[config.mk]
export PLATFORM = sky130hd
export DESIGN_NAME = mono_note_priority_stack
export DESIGN_NICKNAME = d
export VERILOG_FILES = /design/src/rtl/mnps_pkg.sv /design/src/rtl/mono_note_priority_stack.sv /design/src/rtl/mnps_front.sv /design/src/rtl/mnps_queue.sv /design/src/rtl/mnps_back.sv
export SDC_FILE = /design/constraint.sdc
export NUM_CORES = 1
export LEC_CHECK = 0
export CORE_MARGIN = 1
export CORE_UTILIZATION = 35
export CTS_BUF_LIST = sky130_fd_sc_hd__clkbuf_2
export CTS_CLUSTER_DIAMETER = 60
export DETAILED_ROUTE_END_ITERATION = 10
export DONT_BUFFER_PORTS = 1
export PLACE_DENSITY_LB_ADDON = 0.3
export SLEW_MARGIN = 25
export SYNTH_ARGS = -nofsm -noshare
export SYNTH_HDL_FRONTEND = slang
export SYNTH_SLANG_ARGS = --single-unit
[constraint.sdc]
create_clock -name clk -period 4.1 [get_ports clk]
set_input_delay 0.205 -clock clk [delete_from_list [all_inputs] [get_ports clk]]
set_output_delay 0.205 -clock clk [all_outputs]
set_load 0.02 [all_outputs]
[src/rtl/mnps_pkg.sv]
// Shared types and constants of the mono note priority stack.
// No dependencies; every other source file but the defines header imports this package.
package mnps_pkg;

	localparam int HELD_DEPTH_DEF     = 16;
	localparam int DEFERRED_DEPTH_DEF = 16;
	localparam int QUEUE_DEPTH        = 2;

	localparam int KIND_W      = 2;
	localparam int CH_W        = 4;
	localparam int NOTE_W      = 7;
	localparam int VEL_W       = 7;
	localparam int CMD_W       = 3;
	localparam int CFG_INDEX_W = 2;

	localparam logic [VEL_W-1:0] RETURN_VELOCITY = 7'd102;

	// input event kinds
	localparam logic [KIND_W-1:0] KIND_NOTE_ON  = 2'd0;
	localparam logic [KIND_W-1:0] KIND_NOTE_OFF = 2'd1;
	localparam logic [KIND_W-1:0] KIND_PEDAL    = 2'd2;

	// configuration register indexes
	localparam logic [CFG_INDEX_W-1:0] REG_MONO_ENABLE   = 2'd0;
	localparam logic [CFG_INDEX_W-1:0] REG_LEGATO_ENABLE = 2'd1;

	typedef enum logic [CMD_W-1:0] {
		CMD_START    = 3'd0,
		CMD_GLIDE    = 3'd1,
		CMD_RELEASE  = 3'd2,
		CMD_POLY_ON  = 3'd3,
		CMD_POLY_OFF = 3'd4,
		CMD_ALL_OFF  = 3'd5
	} cmd_t;

	typedef enum logic [2:0] {
		OP_NOTE_ON,
		OP_NOTE_OFF,
		OP_PEDAL_DOWN,
		OP_PEDAL_UP,
		OP_ALL_OFF
	} op_kind_t;

	// classified event, as queued between front and back
	typedef struct packed {
		op_kind_t          op;
		logic              mono;
		logic              legato;
		logic [CH_W-1:0]   channel;
		logic [NOTE_W-1:0] note;
		logic [VEL_W-1:0]  velocity;
		logic              tail;
	} op_t;

	// one voice command word
	typedef struct packed {
		cmd_t              command;
		logic [CH_W-1:0]   channel;
		logic [NOTE_W-1:0] target;
		logic [VEL_W-1:0]  velocity;
		logic [NOTE_W-1:0] glide_from;
		logic              glide_from_valid;
		logic              same_note;
		logic              release_tail;
		logic              last;
	} res_t;

	typedef enum logic [4:0] {
		ST_IDLE,
		ST_ON_EMIT,
		ST_ON_PREP,
		ST_SHIFT,
		ST_DEC,
		ST_APPEND,
		ST_OFF_CHECK,
		ST_D_SRCH,
		ST_D_APPEND,
		ST_OFF_START,
		ST_SRCH,
		ST_OFF_TOP,
		ST_OFF_RET,
		ST_OFF_EMIT,
		ST_RPL_RD,
		ST_RPL_WAIT,
		ST_ALL_EMIT
	} back_state_t;

endpackage

[src/rtl/mono_note_priority_stack.sv]
// Order of work: a note on issues its command through the output register; a note off
// searches and compacts the stack, one entry a cycle; a pedal release in mono mode replays
// each deferred note-off in turn. Throughput: one event at a time in the back sequencer; a
// note on with a full stack first shifts out the oldest entry; output stalls hold the
// sequencer, and a two-word queue decouples the input.
// Reset: asynchronous, clears counts, pedal, previous note and handshakes; stores stay as is.
module mono_note_priority_stack #(
	parameter int HELD_DEPTH     = mnps_pkg::HELD_DEPTH_DEF,
	parameter int DEFERRED_DEPTH = mnps_pkg::DEFERRED_DEPTH_DEF
) (
	input  logic                             clk,
	input  logic                             arst_n,
	input  logic                             cfg_valid,
	output logic                             cfg_ready,
	input  logic [mnps_pkg::CFG_INDEX_W-1:0] cfg_index,
	input  logic                             cfg_data,
	input  logic                             in_valid,
	output logic                             in_ready,
	input  logic [mnps_pkg::KIND_W-1:0]      kind,
	input  logic [mnps_pkg::CH_W-1:0]        channel,
	input  logic [mnps_pkg::NOTE_W-1:0]      note,
	input  logic [mnps_pkg::VEL_W-1:0]       velocity,
	input  logic                             tail_off,
	input  logic                             pedal_down,
	output logic                             out_valid,
	input  logic                             out_ready,
	output logic [mnps_pkg::CMD_W-1:0]       command,
	output logic [mnps_pkg::CH_W-1:0]        out_channel,
	output logic [mnps_pkg::NOTE_W-1:0]      target_note,
	output logic [mnps_pkg::VEL_W-1:0]       out_velocity,
	output logic [mnps_pkg::NOTE_W-1:0]      glide_from_note,
	output logic                             glide_from_valid,
	output logic                             same_note,
	output logic                             release_tail,
	output logic                             last
);
	import mnps_pkg::*;

	logic op_in_valid, op_in_ready, op_out_valid, op_out_ready;
	op_t  op_in, op_out;
	res_t res;

	// classify events and hold configuration
	mnps_front u_front (
		.clk        (clk),
		.arst_n     (arst_n),
		.cfg_valid  (cfg_valid),
		.cfg_ready  (cfg_ready),
		.cfg_index  (cfg_index),
		.cfg_data   (cfg_data),
		.in_valid   (in_valid),
		.in_ready   (in_ready),
		.kind       (kind),
		.channel    (channel),
		.note       (note),
		.velocity   (velocity),
		.tail_off   (tail_off),
		.pedal_down (pedal_down),
		.op_valid   (op_in_valid),
		.op_ready   (op_in_ready),
		.op         (op_in)
	);

	// decouple front from back
	mnps_queue u_queue (
		.clk        (clk),
		.arst_n     (arst_n),
		.push_valid (op_in_valid),
		.push_ready (op_in_ready),
		.push_data  (op_in),
		.pop_valid  (op_out_valid),
		.pop_ready  (op_out_ready),
		.pop_data   (op_out)
	);

	// run note stack operations and issue commands
	mnps_back #(
		.HELD_DEPTH     (HELD_DEPTH),
		.DEFERRED_DEPTH (DEFERRED_DEPTH)
	) u_back (
		.clk       (clk),
		.arst_n    (arst_n),
		.op_valid  (op_out_valid),
		.op_ready  (op_out_ready),
		.op        (op_out),
		.out_valid (out_valid),
		.out_ready (out_ready),
		.res       (res)
	);

	assign command          = res.command;
	assign out_channel      = res.channel;
	assign target_note      = res.target;
	assign out_velocity     = res.velocity;
	assign glide_from_note  = res.glide_from;
	assign glide_from_valid = res.glide_from_valid;
	assign same_note        = res.same_note;
	assign release_tail     = res.release_tail;
	assign last             = res.last;

endmodule

[src/rtl/mnps_front.sv]
// Front end: configuration registers and event classification.
// Depends on mnps_pkg; feeds classified words into mnps_queue.
module mnps_front (
	input  logic                              clk,
	input  logic                              arst_n,
	input  logic                              cfg_valid,
	output logic                              cfg_ready,
	input  logic [mnps_pkg::CFG_INDEX_W-1:0]  cfg_index,
	input  logic                              cfg_data,
	input  logic                              in_valid,
	output logic                              in_ready,
	input  logic [mnps_pkg::KIND_W-1:0]       kind,
	input  logic [mnps_pkg::CH_W-1:0]         channel,
	input  logic [mnps_pkg::NOTE_W-1:0]       note,
	input  logic [mnps_pkg::VEL_W-1:0]        velocity,
	input  logic                              tail_off,
	input  logic                              pedal_down,
	output logic                              op_valid,
	input  logic                              op_ready,
	output mnps_pkg::op_t                     op
);
	import mnps_pkg::*;

	logic mono_q;
	logic legato_q;

	// take register writes at once
	assign cfg_ready = 1'b1;

	always_ff @(posedge clk or negedge arst_n) begin
		if (!arst_n) begin
			mono_q   <= 1'b0;
			legato_q <= 1'b0;
		end else if (cfg_valid) begin
			case (cfg_index)
				REG_MONO_ENABLE:   mono_q   <= cfg_data;
				REG_LEGATO_ENABLE: legato_q <= cfg_data;
				default: ;
			endcase
		end
	end

	// pass the handshake straight to the queue
	assign op_valid = in_valid;
	assign in_ready = op_ready;

	// classify the event and tag it with the current mode
	always_comb begin
		op.mono     = mono_q;
		op.legato   = legato_q;
		op.channel  = channel;
		op.note     = note;
		op.velocity = velocity;
		op.tail     = tail_off;
		case (kind)
			KIND_NOTE_ON:  op.op = OP_NOTE_ON;
			KIND_NOTE_OFF: op.op = OP_NOTE_OFF;
			KIND_PEDAL:    op.op = pedal_down ? OP_PEDAL_DOWN : OP_PEDAL_UP;
			default:       op.op = OP_ALL_OFF;
		endcase
	end

endmodule

[src/rtl/mnps_queue.sv]
// Short queue of classified words between front and back.
// Depends on mnps_pkg for the word type and depth.
module mnps_queue (
	input  logic          clk,
	input  logic          arst_n,
	input  logic          push_valid,
	output logic          push_ready,
	input  mnps_pkg::op_t push_data,
	output logic          pop_valid,
	input  logic          pop_ready,
	output mnps_pkg::op_t pop_data
);
	import mnps_pkg::*;

	localparam int PTR_W = (QUEUE_DEPTH > 1) ? $clog2(QUEUE_DEPTH) : 1;
	localparam int CNT_W = $clog2(QUEUE_DEPTH + 1);

	op_t              slot_q [QUEUE_DEPTH];
	logic [PTR_W-1:0] wptr_q;
	logic [PTR_W-1:0] rptr_q;
	logic [CNT_W-1:0] cnt_q;
	logic             push;
	logic             pop;

	assign push_ready = (cnt_q != CNT_W'(QUEUE_DEPTH));
	assign pop_valid  = (cnt_q != '0);
	assign pop_data   = slot_q[rptr_q];
	assign push       = push_valid && push_ready;
	assign pop        = pop_valid && pop_ready;

	// store the incoming word
	always_ff @(posedge clk) begin
		if (push) begin
			slot_q[wptr_q] <= push_data;
		end
	end

	// advance pointers and fill level
	always_ff @(posedge clk or negedge arst_n) begin
		if (!arst_n) begin
			wptr_q <= '0;
			rptr_q <= '0;
			cnt_q  <= '0;
		end else begin
			if (push) begin
				wptr_q <= (wptr_q == PTR_W'(QUEUE_DEPTH - 1)) ? '0 : wptr_q + PTR_W'(1);
			end
			if (pop) begin
				rptr_q <= (rptr_q == PTR_W'(QUEUE_DEPTH - 1)) ? '0 : rptr_q + PTR_W'(1);
			end
			if (push && !pop) begin
				cnt_q <= cnt_q + CNT_W'(1);
			end else if (pop && !push) begin
				cnt_q <= cnt_q - CNT_W'(1);
			end
		end
	end

endmodule

[src/rtl/mnps_back.sv]
// Back end: sequencer over the held-note stack and deferred note-off list,
// with the command output register. Depends on mnps_pkg.
module mnps_back #(
	parameter int HELD_DEPTH     = mnps_pkg::HELD_DEPTH_DEF,
	parameter int DEFERRED_DEPTH = mnps_pkg::DEFERRED_DEPTH_DEF
) (
	input  logic           clk,
	input  logic           arst_n,
	input  logic           op_valid,
	output logic           op_ready,
	input  mnps_pkg::op_t  op,
	output logic           out_valid,
	input  logic           out_ready,
	output mnps_pkg::res_t res
);
	import mnps_pkg::*;

	localparam int HIW = $clog2(HELD_DEPTH);
	localparam int HCW = $clog2(HELD_DEPTH + 1);
	localparam int DIW = $clog2(DEFERRED_DEPTH);
	localparam int DCW = $clog2(DEFERRED_DEPTH + 1);

	back_state_t       state_q, state_d;
	op_t               op_q;
	logic [NOTE_W-1:0] cur_note_q;
	logic [VEL_W-1:0]  cur_vel_q;
	logic              cur_tail_q;
	logic              on_ctx_q;
	logic              replay_q;
	logic [HIW-1:0]    j_q;
	logic [DIW-1:0]    dj_q;
	logic [DIW-1:0]    r_q;
	logic [DCW-1:0]    rcnt_q;
	logic [HCW-1:0]    hcnt_q;
	logic [DCW-1:0]    dcnt_q;
	logic              pedal_q;
	logic [NOTE_W-1:0] prev_note_q;
	logic              prev_valid_q;
	res_t              out_q;
	logic              out_valid_q;

	logic [NOTE_W-1:0] held_mem [HELD_DEPTH];
	logic [NOTE_W-1:0] h_rdata_q;
	logic [NOTE_W-1:0] def_mem [DEFERRED_DEPTH];
	logic [NOTE_W-1:0] d_rdata_q;

	logic              h_re, h_we, d_re, d_we;
	logic [HIW-1:0]    h_raddr, h_waddr;
	logic [NOTE_W-1:0] h_wdata;
	logic [DIW-1:0]    d_raddr, d_waddr;
	logic              emit_en;
	res_t              emit_res;

	logic              slot_free;
	logic [HCW-1:0]    h_j1, h_j2;
	logic [DCW-1:0]    d_j1, r_1;
	logic              j_top, j_last_shift, h_hit;
	logic              dj_top, d_hit;
	logic              same_on, rpl_more, last_flag, held_full;
	logic [VEL_W-1:0]  ret_vel;

	// shared conditions
	assign slot_free    = !out_valid_q || out_ready;
	assign h_j1         = HCW'(j_q) + HCW'(1);
	assign h_j2         = HCW'(j_q) + HCW'(2);
	assign j_top        = (h_j1 == hcnt_q);
	assign j_last_shift = (h_j2 == hcnt_q);
	assign h_hit        = (h_rdata_q == cur_note_q);
	assign d_j1         = DCW'(dj_q) + DCW'(1);
	assign dj_top       = (d_j1 == dcnt_q);
	assign d_hit        = (d_rdata_q == cur_note_q);
	assign r_1          = DCW'(r_q) + DCW'(1);
	assign rpl_more     = replay_q && (r_1 != rcnt_q);
	assign last_flag    = !rpl_more;
	assign same_on      = prev_valid_q && (cur_note_q == prev_note_q);
	assign held_full    = (hcnt_q == HCW'(HELD_DEPTH));
	assign ret_vel      = (cur_vel_q == '0) ? RETURN_VELOCITY : cur_vel_q;

	// next state
	always_comb begin
		state_d = state_q;
		case (state_q)
			ST_IDLE: begin
				if (op_valid) begin
					case (op.op)
						OP_NOTE_ON:  state_d = ST_ON_EMIT;
						OP_NOTE_OFF: state_d = ST_OFF_CHECK;
						OP_PEDAL_UP: begin
							if (op.mono && dcnt_q != '0) state_d = ST_RPL_RD;
						end
						OP_ALL_OFF:  state_d = ST_ALL_EMIT;
						default:     state_d = ST_IDLE;
					endcase
				end
			end
			ST_ON_EMIT: begin
				if (slot_free) state_d = held_full ? ST_ON_PREP : ST_APPEND;
			end
			ST_ON_PREP: state_d = ST_SHIFT;
			ST_SHIFT: begin
				if (j_last_shift) state_d = ST_DEC;
			end
			ST_DEC:    state_d = on_ctx_q ? ST_APPEND : ST_OFF_TOP;
			ST_APPEND: state_d = ST_IDLE;
			ST_OFF_CHECK: begin
				if (op_q.mono && pedal_q) begin
					state_d = (dcnt_q == '0) ? ST_D_APPEND : ST_D_SRCH;
				end else begin
					state_d = ST_OFF_START;
				end
			end
			ST_D_SRCH: begin
				if (d_hit)       state_d = ST_IDLE;
				else if (dj_top) state_d = ST_D_APPEND;
			end
			ST_D_APPEND:  state_d = ST_IDLE;
			ST_OFF_START: state_d = (hcnt_q == '0) ? ST_OFF_TOP : ST_SRCH;
			ST_SRCH: begin
				if (h_hit)      state_d = j_top ? ST_DEC : ST_SHIFT;
				else if (j_top) state_d = ST_OFF_TOP;
			end
			ST_OFF_TOP: begin
				state_d = (op_q.mono && hcnt_q != '0) ? ST_OFF_RET : ST_OFF_EMIT;
			end
			ST_OFF_RET, ST_OFF_EMIT: begin
				if (slot_free) state_d = rpl_more ? ST_RPL_RD : ST_IDLE;
			end
			ST_RPL_RD:   state_d = ST_RPL_WAIT;
			ST_RPL_WAIT: state_d = ST_OFF_START;
			ST_ALL_EMIT: begin
				if (slot_free) state_d = ST_IDLE;
			end
			default: state_d = ST_IDLE;
		endcase
	end

	// memory strobes, queue pop and command word
	always_comb begin
		op_ready = (state_q == ST_IDLE);
		h_re     = 1'b0;
		h_raddr  = '0;
		h_we     = 1'b0;
		h_waddr  = j_q;
		h_wdata  = h_rdata_q;
		d_re     = 1'b0;
		d_raddr  = '0;
		d_we     = 1'b0;
		d_waddr  = dcnt_q[DIW-1:0];
		emit_en  = 1'b0;
		emit_res.command          = CMD_START;
		emit_res.channel          = op_q.channel;
		emit_res.target           = cur_note_q;
		emit_res.velocity         = cur_vel_q;
		emit_res.glide_from       = '0;
		emit_res.glide_from_valid = 1'b0;
		emit_res.same_note        = 1'b0;
		emit_res.release_tail     = 1'b0;
		emit_res.last             = last_flag;
		case (state_q)
			ST_ON_EMIT: begin
				emit_en                   = slot_free;
				emit_res.glide_from       = prev_note_q;
				emit_res.glide_from_valid = prev_valid_q;
				if (!op_q.mono) begin
					emit_res.command   = CMD_POLY_ON;
					emit_res.same_note = same_on;
				end else if (op_q.legato && hcnt_q != '0 && !same_on) begin
					emit_res.command = CMD_GLIDE;
				end else begin
					emit_res.same_note = same_on;
				end
			end
			ST_ON_PREP: begin
				h_re    = 1'b1;
				h_raddr = HIW'(1);
			end
			ST_SHIFT: begin
				h_we = 1'b1;
				if (!j_last_shift) begin
					h_re    = 1'b1;
					h_raddr = h_j2[HIW-1:0];
				end
			end
			ST_APPEND: begin
				h_we    = 1'b1;
				h_waddr = hcnt_q[HIW-1:0];
				h_wdata = cur_note_q;
			end
			ST_OFF_CHECK: begin
				d_re = op_q.mono && pedal_q && dcnt_q != '0;
			end
			ST_D_SRCH: begin
				if (!d_hit && !dj_top) begin
					d_re    = 1'b1;
					d_raddr = d_j1[DIW-1:0];
				end
			end
			ST_D_APPEND: begin
				d_we = (dcnt_q < DCW'(DEFERRED_DEPTH));
			end
			ST_OFF_START: begin
				h_re = (hcnt_q != '0);
			end
			ST_SRCH: begin
				if (!j_top) begin
					h_re    = 1'b1;
					h_raddr = h_j1[HIW-1:0];
				end
			end
			ST_OFF_TOP: begin
				h_re    = op_q.mono && hcnt_q != '0;
				h_raddr = HIW'(hcnt_q - HCW'(1));
			end
			ST_OFF_RET: begin
				emit_en           = slot_free;
				emit_res.target   = h_rdata_q;
				emit_res.velocity = ret_vel;
				if (op_q.legato) begin
					emit_res.command          = CMD_GLIDE;
					emit_res.glide_from       = prev_note_q;
					emit_res.glide_from_valid = prev_valid_q;
				end else begin
					emit_res.glide_from       = cur_note_q;
					emit_res.glide_from_valid = 1'b1;
				end
			end
			ST_OFF_EMIT: begin
				emit_en               = slot_free;
				emit_res.command      = op_q.mono ? CMD_RELEASE : CMD_POLY_OFF;
				emit_res.release_tail = cur_tail_q;
			end
			ST_RPL_RD: begin
				d_re    = 1'b1;
				d_raddr = r_q;
			end
			ST_ALL_EMIT: begin
				emit_en               = slot_free;
				emit_res.command      = CMD_ALL_OFF;
				emit_res.target       = '0;
				emit_res.velocity     = '0;
				emit_res.release_tail = cur_tail_q;
			end
			default: ;
		endcase
	end

	// held stack and deferred list storage, registered reads
	always_ff @(posedge clk) begin
		if (h_we) held_mem[h_waddr] <= h_wdata;
		if (h_re) h_rdata_q <= held_mem[h_raddr];
	end

	always_ff @(posedge clk) begin
		if (d_we) def_mem[d_waddr] <= cur_note_q;
		if (d_re) d_rdata_q <= def_mem[d_raddr];
	end

	// control state: counts, pedal, previous note, output valid
	always_ff @(posedge clk or negedge arst_n) begin
		if (!arst_n) begin
			state_q      <= ST_IDLE;
			hcnt_q       <= '0;
			dcnt_q       <= '0;
			pedal_q      <= 1'b0;
			prev_note_q  <= '0;
			prev_valid_q <= 1'b0;
			on_ctx_q     <= 1'b0;
			replay_q     <= 1'b0;
			out_valid_q  <= 1'b0;
		end else begin
			state_q <= state_d;
			if (emit_en) begin
				out_valid_q <= 1'b1;
			end else if (out_ready) begin
				out_valid_q <= 1'b0;
			end
			case (state_q)
				ST_IDLE: begin
					if (op_valid) begin
						replay_q <= (op.op == OP_PEDAL_UP);
						if (op.op == OP_PEDAL_DOWN) begin
							pedal_q <= 1'b1;
						end else if (op.op == OP_PEDAL_UP) begin
							pedal_q <= 1'b0;
							dcnt_q  <= '0;
						end
					end
				end
				ST_ON_EMIT: begin
					on_ctx_q <= 1'b1;
					if (slot_free) begin
						prev_note_q  <= cur_note_q;
						prev_valid_q <= 1'b1;
					end
				end
				ST_DEC:    hcnt_q <= hcnt_q - HCW'(1);
				ST_APPEND: hcnt_q <= hcnt_q + HCW'(1);
				ST_D_APPEND: begin
					if (dcnt_q < DCW'(DEFERRED_DEPTH)) dcnt_q <= dcnt_q + DCW'(1);
				end
				ST_OFF_START: on_ctx_q <= 1'b0;
				ST_OFF_RET: begin
					if (slot_free) begin
						prev_note_q  <= h_rdata_q;
						prev_valid_q <= 1'b1;
					end
				end
				ST_ALL_EMIT: begin
					if (slot_free) begin
						hcnt_q       <= '0;
						dcnt_q       <= '0;
						pedal_q      <= 1'b0;
						prev_note_q  <= '0;
						prev_valid_q <= 1'b0;
					end
				end
				default: ;
			endcase
		end
	end

	// working registers and command word
	always_ff @(posedge clk) begin
		if (emit_en) out_q <= emit_res;
		case (state_q)
			ST_IDLE: begin
				if (op_valid) begin
					op_q       <= op;
					cur_note_q <= op.note;
					cur_vel_q  <= op.velocity;
					cur_tail_q <= op.tail;
					rcnt_q     <= dcnt_q;
					r_q        <= '0;
				end
			end
			ST_ON_PREP:   j_q <= '0;
			ST_SHIFT: begin
				if (!j_last_shift) j_q <= h_j1[HIW-1:0];
			end
			ST_OFF_CHECK: dj_q <= '0;
			ST_D_SRCH: begin
				if (!d_hit && !dj_top) dj_q <= d_j1[DIW-1:0];
			end
			ST_OFF_START: j_q <= '0;
			ST_SRCH: begin
				if (!h_hit && !j_top) j_q <= h_j1[HIW-1:0];
			end
			ST_OFF_RET, ST_OFF_EMIT: begin
				if (slot_free && rpl_more) r_q <= r_1[DIW-1:0];
			end
			ST_RPL_WAIT: begin
				cur_note_q <= d_rdata_q;
				cur_vel_q  <= '0;
				cur_tail_q <= 1'b1;
			end
			default: ;
		endcase
	end

	assign out_valid = out_valid_q;
	assign res       = out_q;

endmodule

==> results_dict.tcl <==
set metrics [dict create \
    status "complete, no violations" \
    yosysWarnings 0 \
    synth_top_cell_by_area "edfxtp_1" \
    final_cells 2017 \
    slowest_delay_ns 0.57 \
    cts_resized 0 \
    grt_pass1_wl_um 61600 \
    final_max_slew_viol_count 0 \
    drc 0 \
    htreeDepth 3 \
    power.density_nw_per_um2 671 \
    cp-startpoint "u_back.j_q[0]" \
    fin_skew_ns 0.109 \
    r2r-start "u_back.j_q[0]" \
    avgSynthCellArea_um2 14.5 \
    internal_power_mw 8.17 \
    num-nets-final 1361 \
    overflow 0 \
    ys_seq_area_share_pct 67.6 \
    syn_to_final_growth_pct 14.0 \
    leakage_nw 7.40 \
    path_class "register to register" \
    maxClockFrequency_mhz 288 \
    ys_types 68 \
    placed_cells 1775 \
    critical_path.top_delay_family "compound AO/OA/AOI/OAI gates" \
    clk_path_buf_depth 3 \
    crit_required_ns 4.92 \
    ir_drop_mv 0.362 \
    n_fill_cell 4482 \
    clock_latency_ns 1.09 \
    slew_headroom_pct 37.8 \
    synth-async-reset-ratio_pct 8.48 \
    p_comb_share_pct 31.3 \
    routed_wl_um 39600 \
    seq_power_share_pct 48.4 \
    netlist_area_um2 17000 \
    start_util_pct 35.6 \
    drtIter0Drc 713 \
    synthTopCellsByArea "edfxtp_1 (63%), mux2i_1 (8.8%), dfrtp_1 (4.8%)" \
    setup_tns_ns 0 \
    path_cells "ha_1 -> xnor2_1 -> o211ai_1 -> a211o_1 -> a221oi_4 -> buf_12 -> mux2i_1 -> mux2i_1 -> mux2i_1 -> mux2i_1" \
    syn_inst 1178 \
    post_cts_buffers 0 \
    die_w_um 223 \
    antenna_left 0 \
    synth-edff-count 356 \
    clk_pin_slew_ns 0.11 \
    grt_usage_pct 16.4 \
    rows 80 \
    cts.sinks 389 \
    syn_nets 1219 \
    worstMarginPinSlew_ns 0.926 \
    top_level_ports 65 \
    seq_area_um2 11500 \
    min_period_ns 3.47 \
    grt_pass1_vias 10500 \
    first_pass_iters 6 \
    drive_gt1_share_pct 18.3 \
    sw_frac_of_total_pct 37.3 \
    grt_antenna_before_repair 1 \
    multi_input_area_um2 5170 \
    timing.final.crit_share_pct 84.7 \
    cp_common_cell "mux2i_1" \
    critPathLaunchType "register" \
    numCtsBuffers 97 \
    crit_fanout 56 \
    worstPathArrival_ns 4.29 \
    io_buffers 0 \
    cts_tree "yes" \
    root_buffer "clkbuf_2" \
    endpoint_kind "register" \
    vias_per_cell 5.06 \
    fp.dieH_um 223 \
    grt_start_max_net_pins 57 \
    post-place-ws_ns 0.668 \
    core-area_um2 47800 \
    cts_hold_buf 61 \
    yosys.area.top_type_share_pct 62.8 \
    rsz0062_at_grt "no" \
    ys_ff_latch 389 \
    drv_cap 0 \
    hold_viol_final 0 \
    synth-main-ff-cell "edfxtp_1" \
    place_congestion 0.844 \
    hp-class "input port to register" \
    wire_per_inst_um 19.6 \
    place_hpwl_um 26200 \
    clkPwrFrac_pct 20.4 \
    worst_hold_slack_ns 0.137 \
    p_sw_mw 4.86 \
    finalSetupViolCount 0 \
    crit_buf_inv 1 \
    die_area_um2 49600 \
    vias 10200 \
    slowest_stage "edfxtp_1" \
    holdCritStartpoint "out_ready" \
    final.setup.worst_slack_ns 0.628 \
]
placed cells by master, fill, tap and decap left out, drive strengths merged, types with 21 or more instances in the layout:
cell type    count
mux2i          149
buf             44
dlygate4sd3     59
a21oi           21
xnor2           30
nor2            94
nor3            21
mux2            48
clkbuf         139
nand2           94
edfxtp         356
dfrtp           33
o21ai           40
clkinv          37
o211ai          31
power by group through the flow:
stage          registers [mW]  clock network, mW  logic (mW)
2_1_floorplan            6.10                  0        3.01
3_3_place_gp             6.38                  0        3.96
3_5_place_dp             6.40                  0        4.02
4_1_cts                  6.31               2.76        4.10
5_1_grt                  6.38               2.95        4.49
6_report                 6.30               2.65        4.07
cell families (layout without fill, tap and decap cells):
family	count (synthesis)	count (layout)	synth area share [%]
compound gates	161	161	6.61
xor+xnor	49	49	2.69
fa+ha+maj	11	11	0.808
buf+inv	75	298	2.27
flops	389	389	67.6
mux	197	197	11.9
other cells	1	2	0.0220
simple gates	295	295	8.07
per-stage QoR:
step,util (%),power (mW),area [um^2]
floorplan,-,9.12,17000
global placement,37.3,10.3,17900
detailed placement,37.3,10.4,17900
CTS,40.6,13.2,19400
global route,40.6,13.8,19400
finish,40.6,13.0,19400
state kept, by name, indices dropped and copies added (netlist names), 5 cells and up:
name and cells:
u_back.def_mem 112, u_back.held_mem 112, u_queue.slot_q 48, u_back.res 32
u_back.cur_note_q 7, u_back.cur_vel_q 7, u_back.d_rdata_q 7, u_back.h_rdata_q 7
u_back.prev_note_q 7, u_back.dcnt_q 5, u_back.hcnt_q 5, u_back.rcnt_q 5
u_back.state_q 5
cell usage after synthesis (18+ instances only):
cell type / number
dfrtp_1: 33
edfxtp_1: 356
nor3_1: 21
nand2_1: 94
nor2_1: 94
o21ai_0: 37
o211ai_1: 31
mux2_2: 48
xnor2_1: 30
mux2i_1: 149
buf_2: 18
a21oi_1: 21
clkbuf_1: 25
path summary, 6_finish.rpt:
check	endpoint	cells past startpoint	slack [ns]
max	u_back.h_rdata_q[5]	10	0.63
min	u_back.out_valid	3	0.14
max reg2reg	u_back.h_rdata_q[5]	10	0.63
min reg2reg	u_back.res[26]	0	0.43
max in group asynchronous	u_back.prev_note_q[1]	4	3.59
min in group asynchronous	u_front.legato_q	4	0.20
layout make-up:
type,instances,area share [%]
antenna,1,0.0129
clock buffer,139,3.58
clock inverter,41,1.17
inverter,15,0.290
multi-input combinational,714,26.6
sequential,389,59.3
tap,615,3.96
timing repair buffer,103,5.06
layer usage:
layer	track usage [%]	up-vias	routed length [um]
met5	0	-	0
met4	7.07	0	975
met3	3.70	74	2110
met2	26.1	273	18500
met1	21.4	5037	18000
li1	-	4820	-
worst register-to-register path: cells and delay by family, from the launching register on:
family | cells | cell delay [ns]
mux | 4 | 0.81
buf+inv | 1 | 0.38
flops | 1 | 0.57
fa+ha+maj | 1 | 0.32
xor+xnor | 1 | 0.28
compound gates | 3 | 0.84
Note: power is estimated with default switching activity, not from simulation.
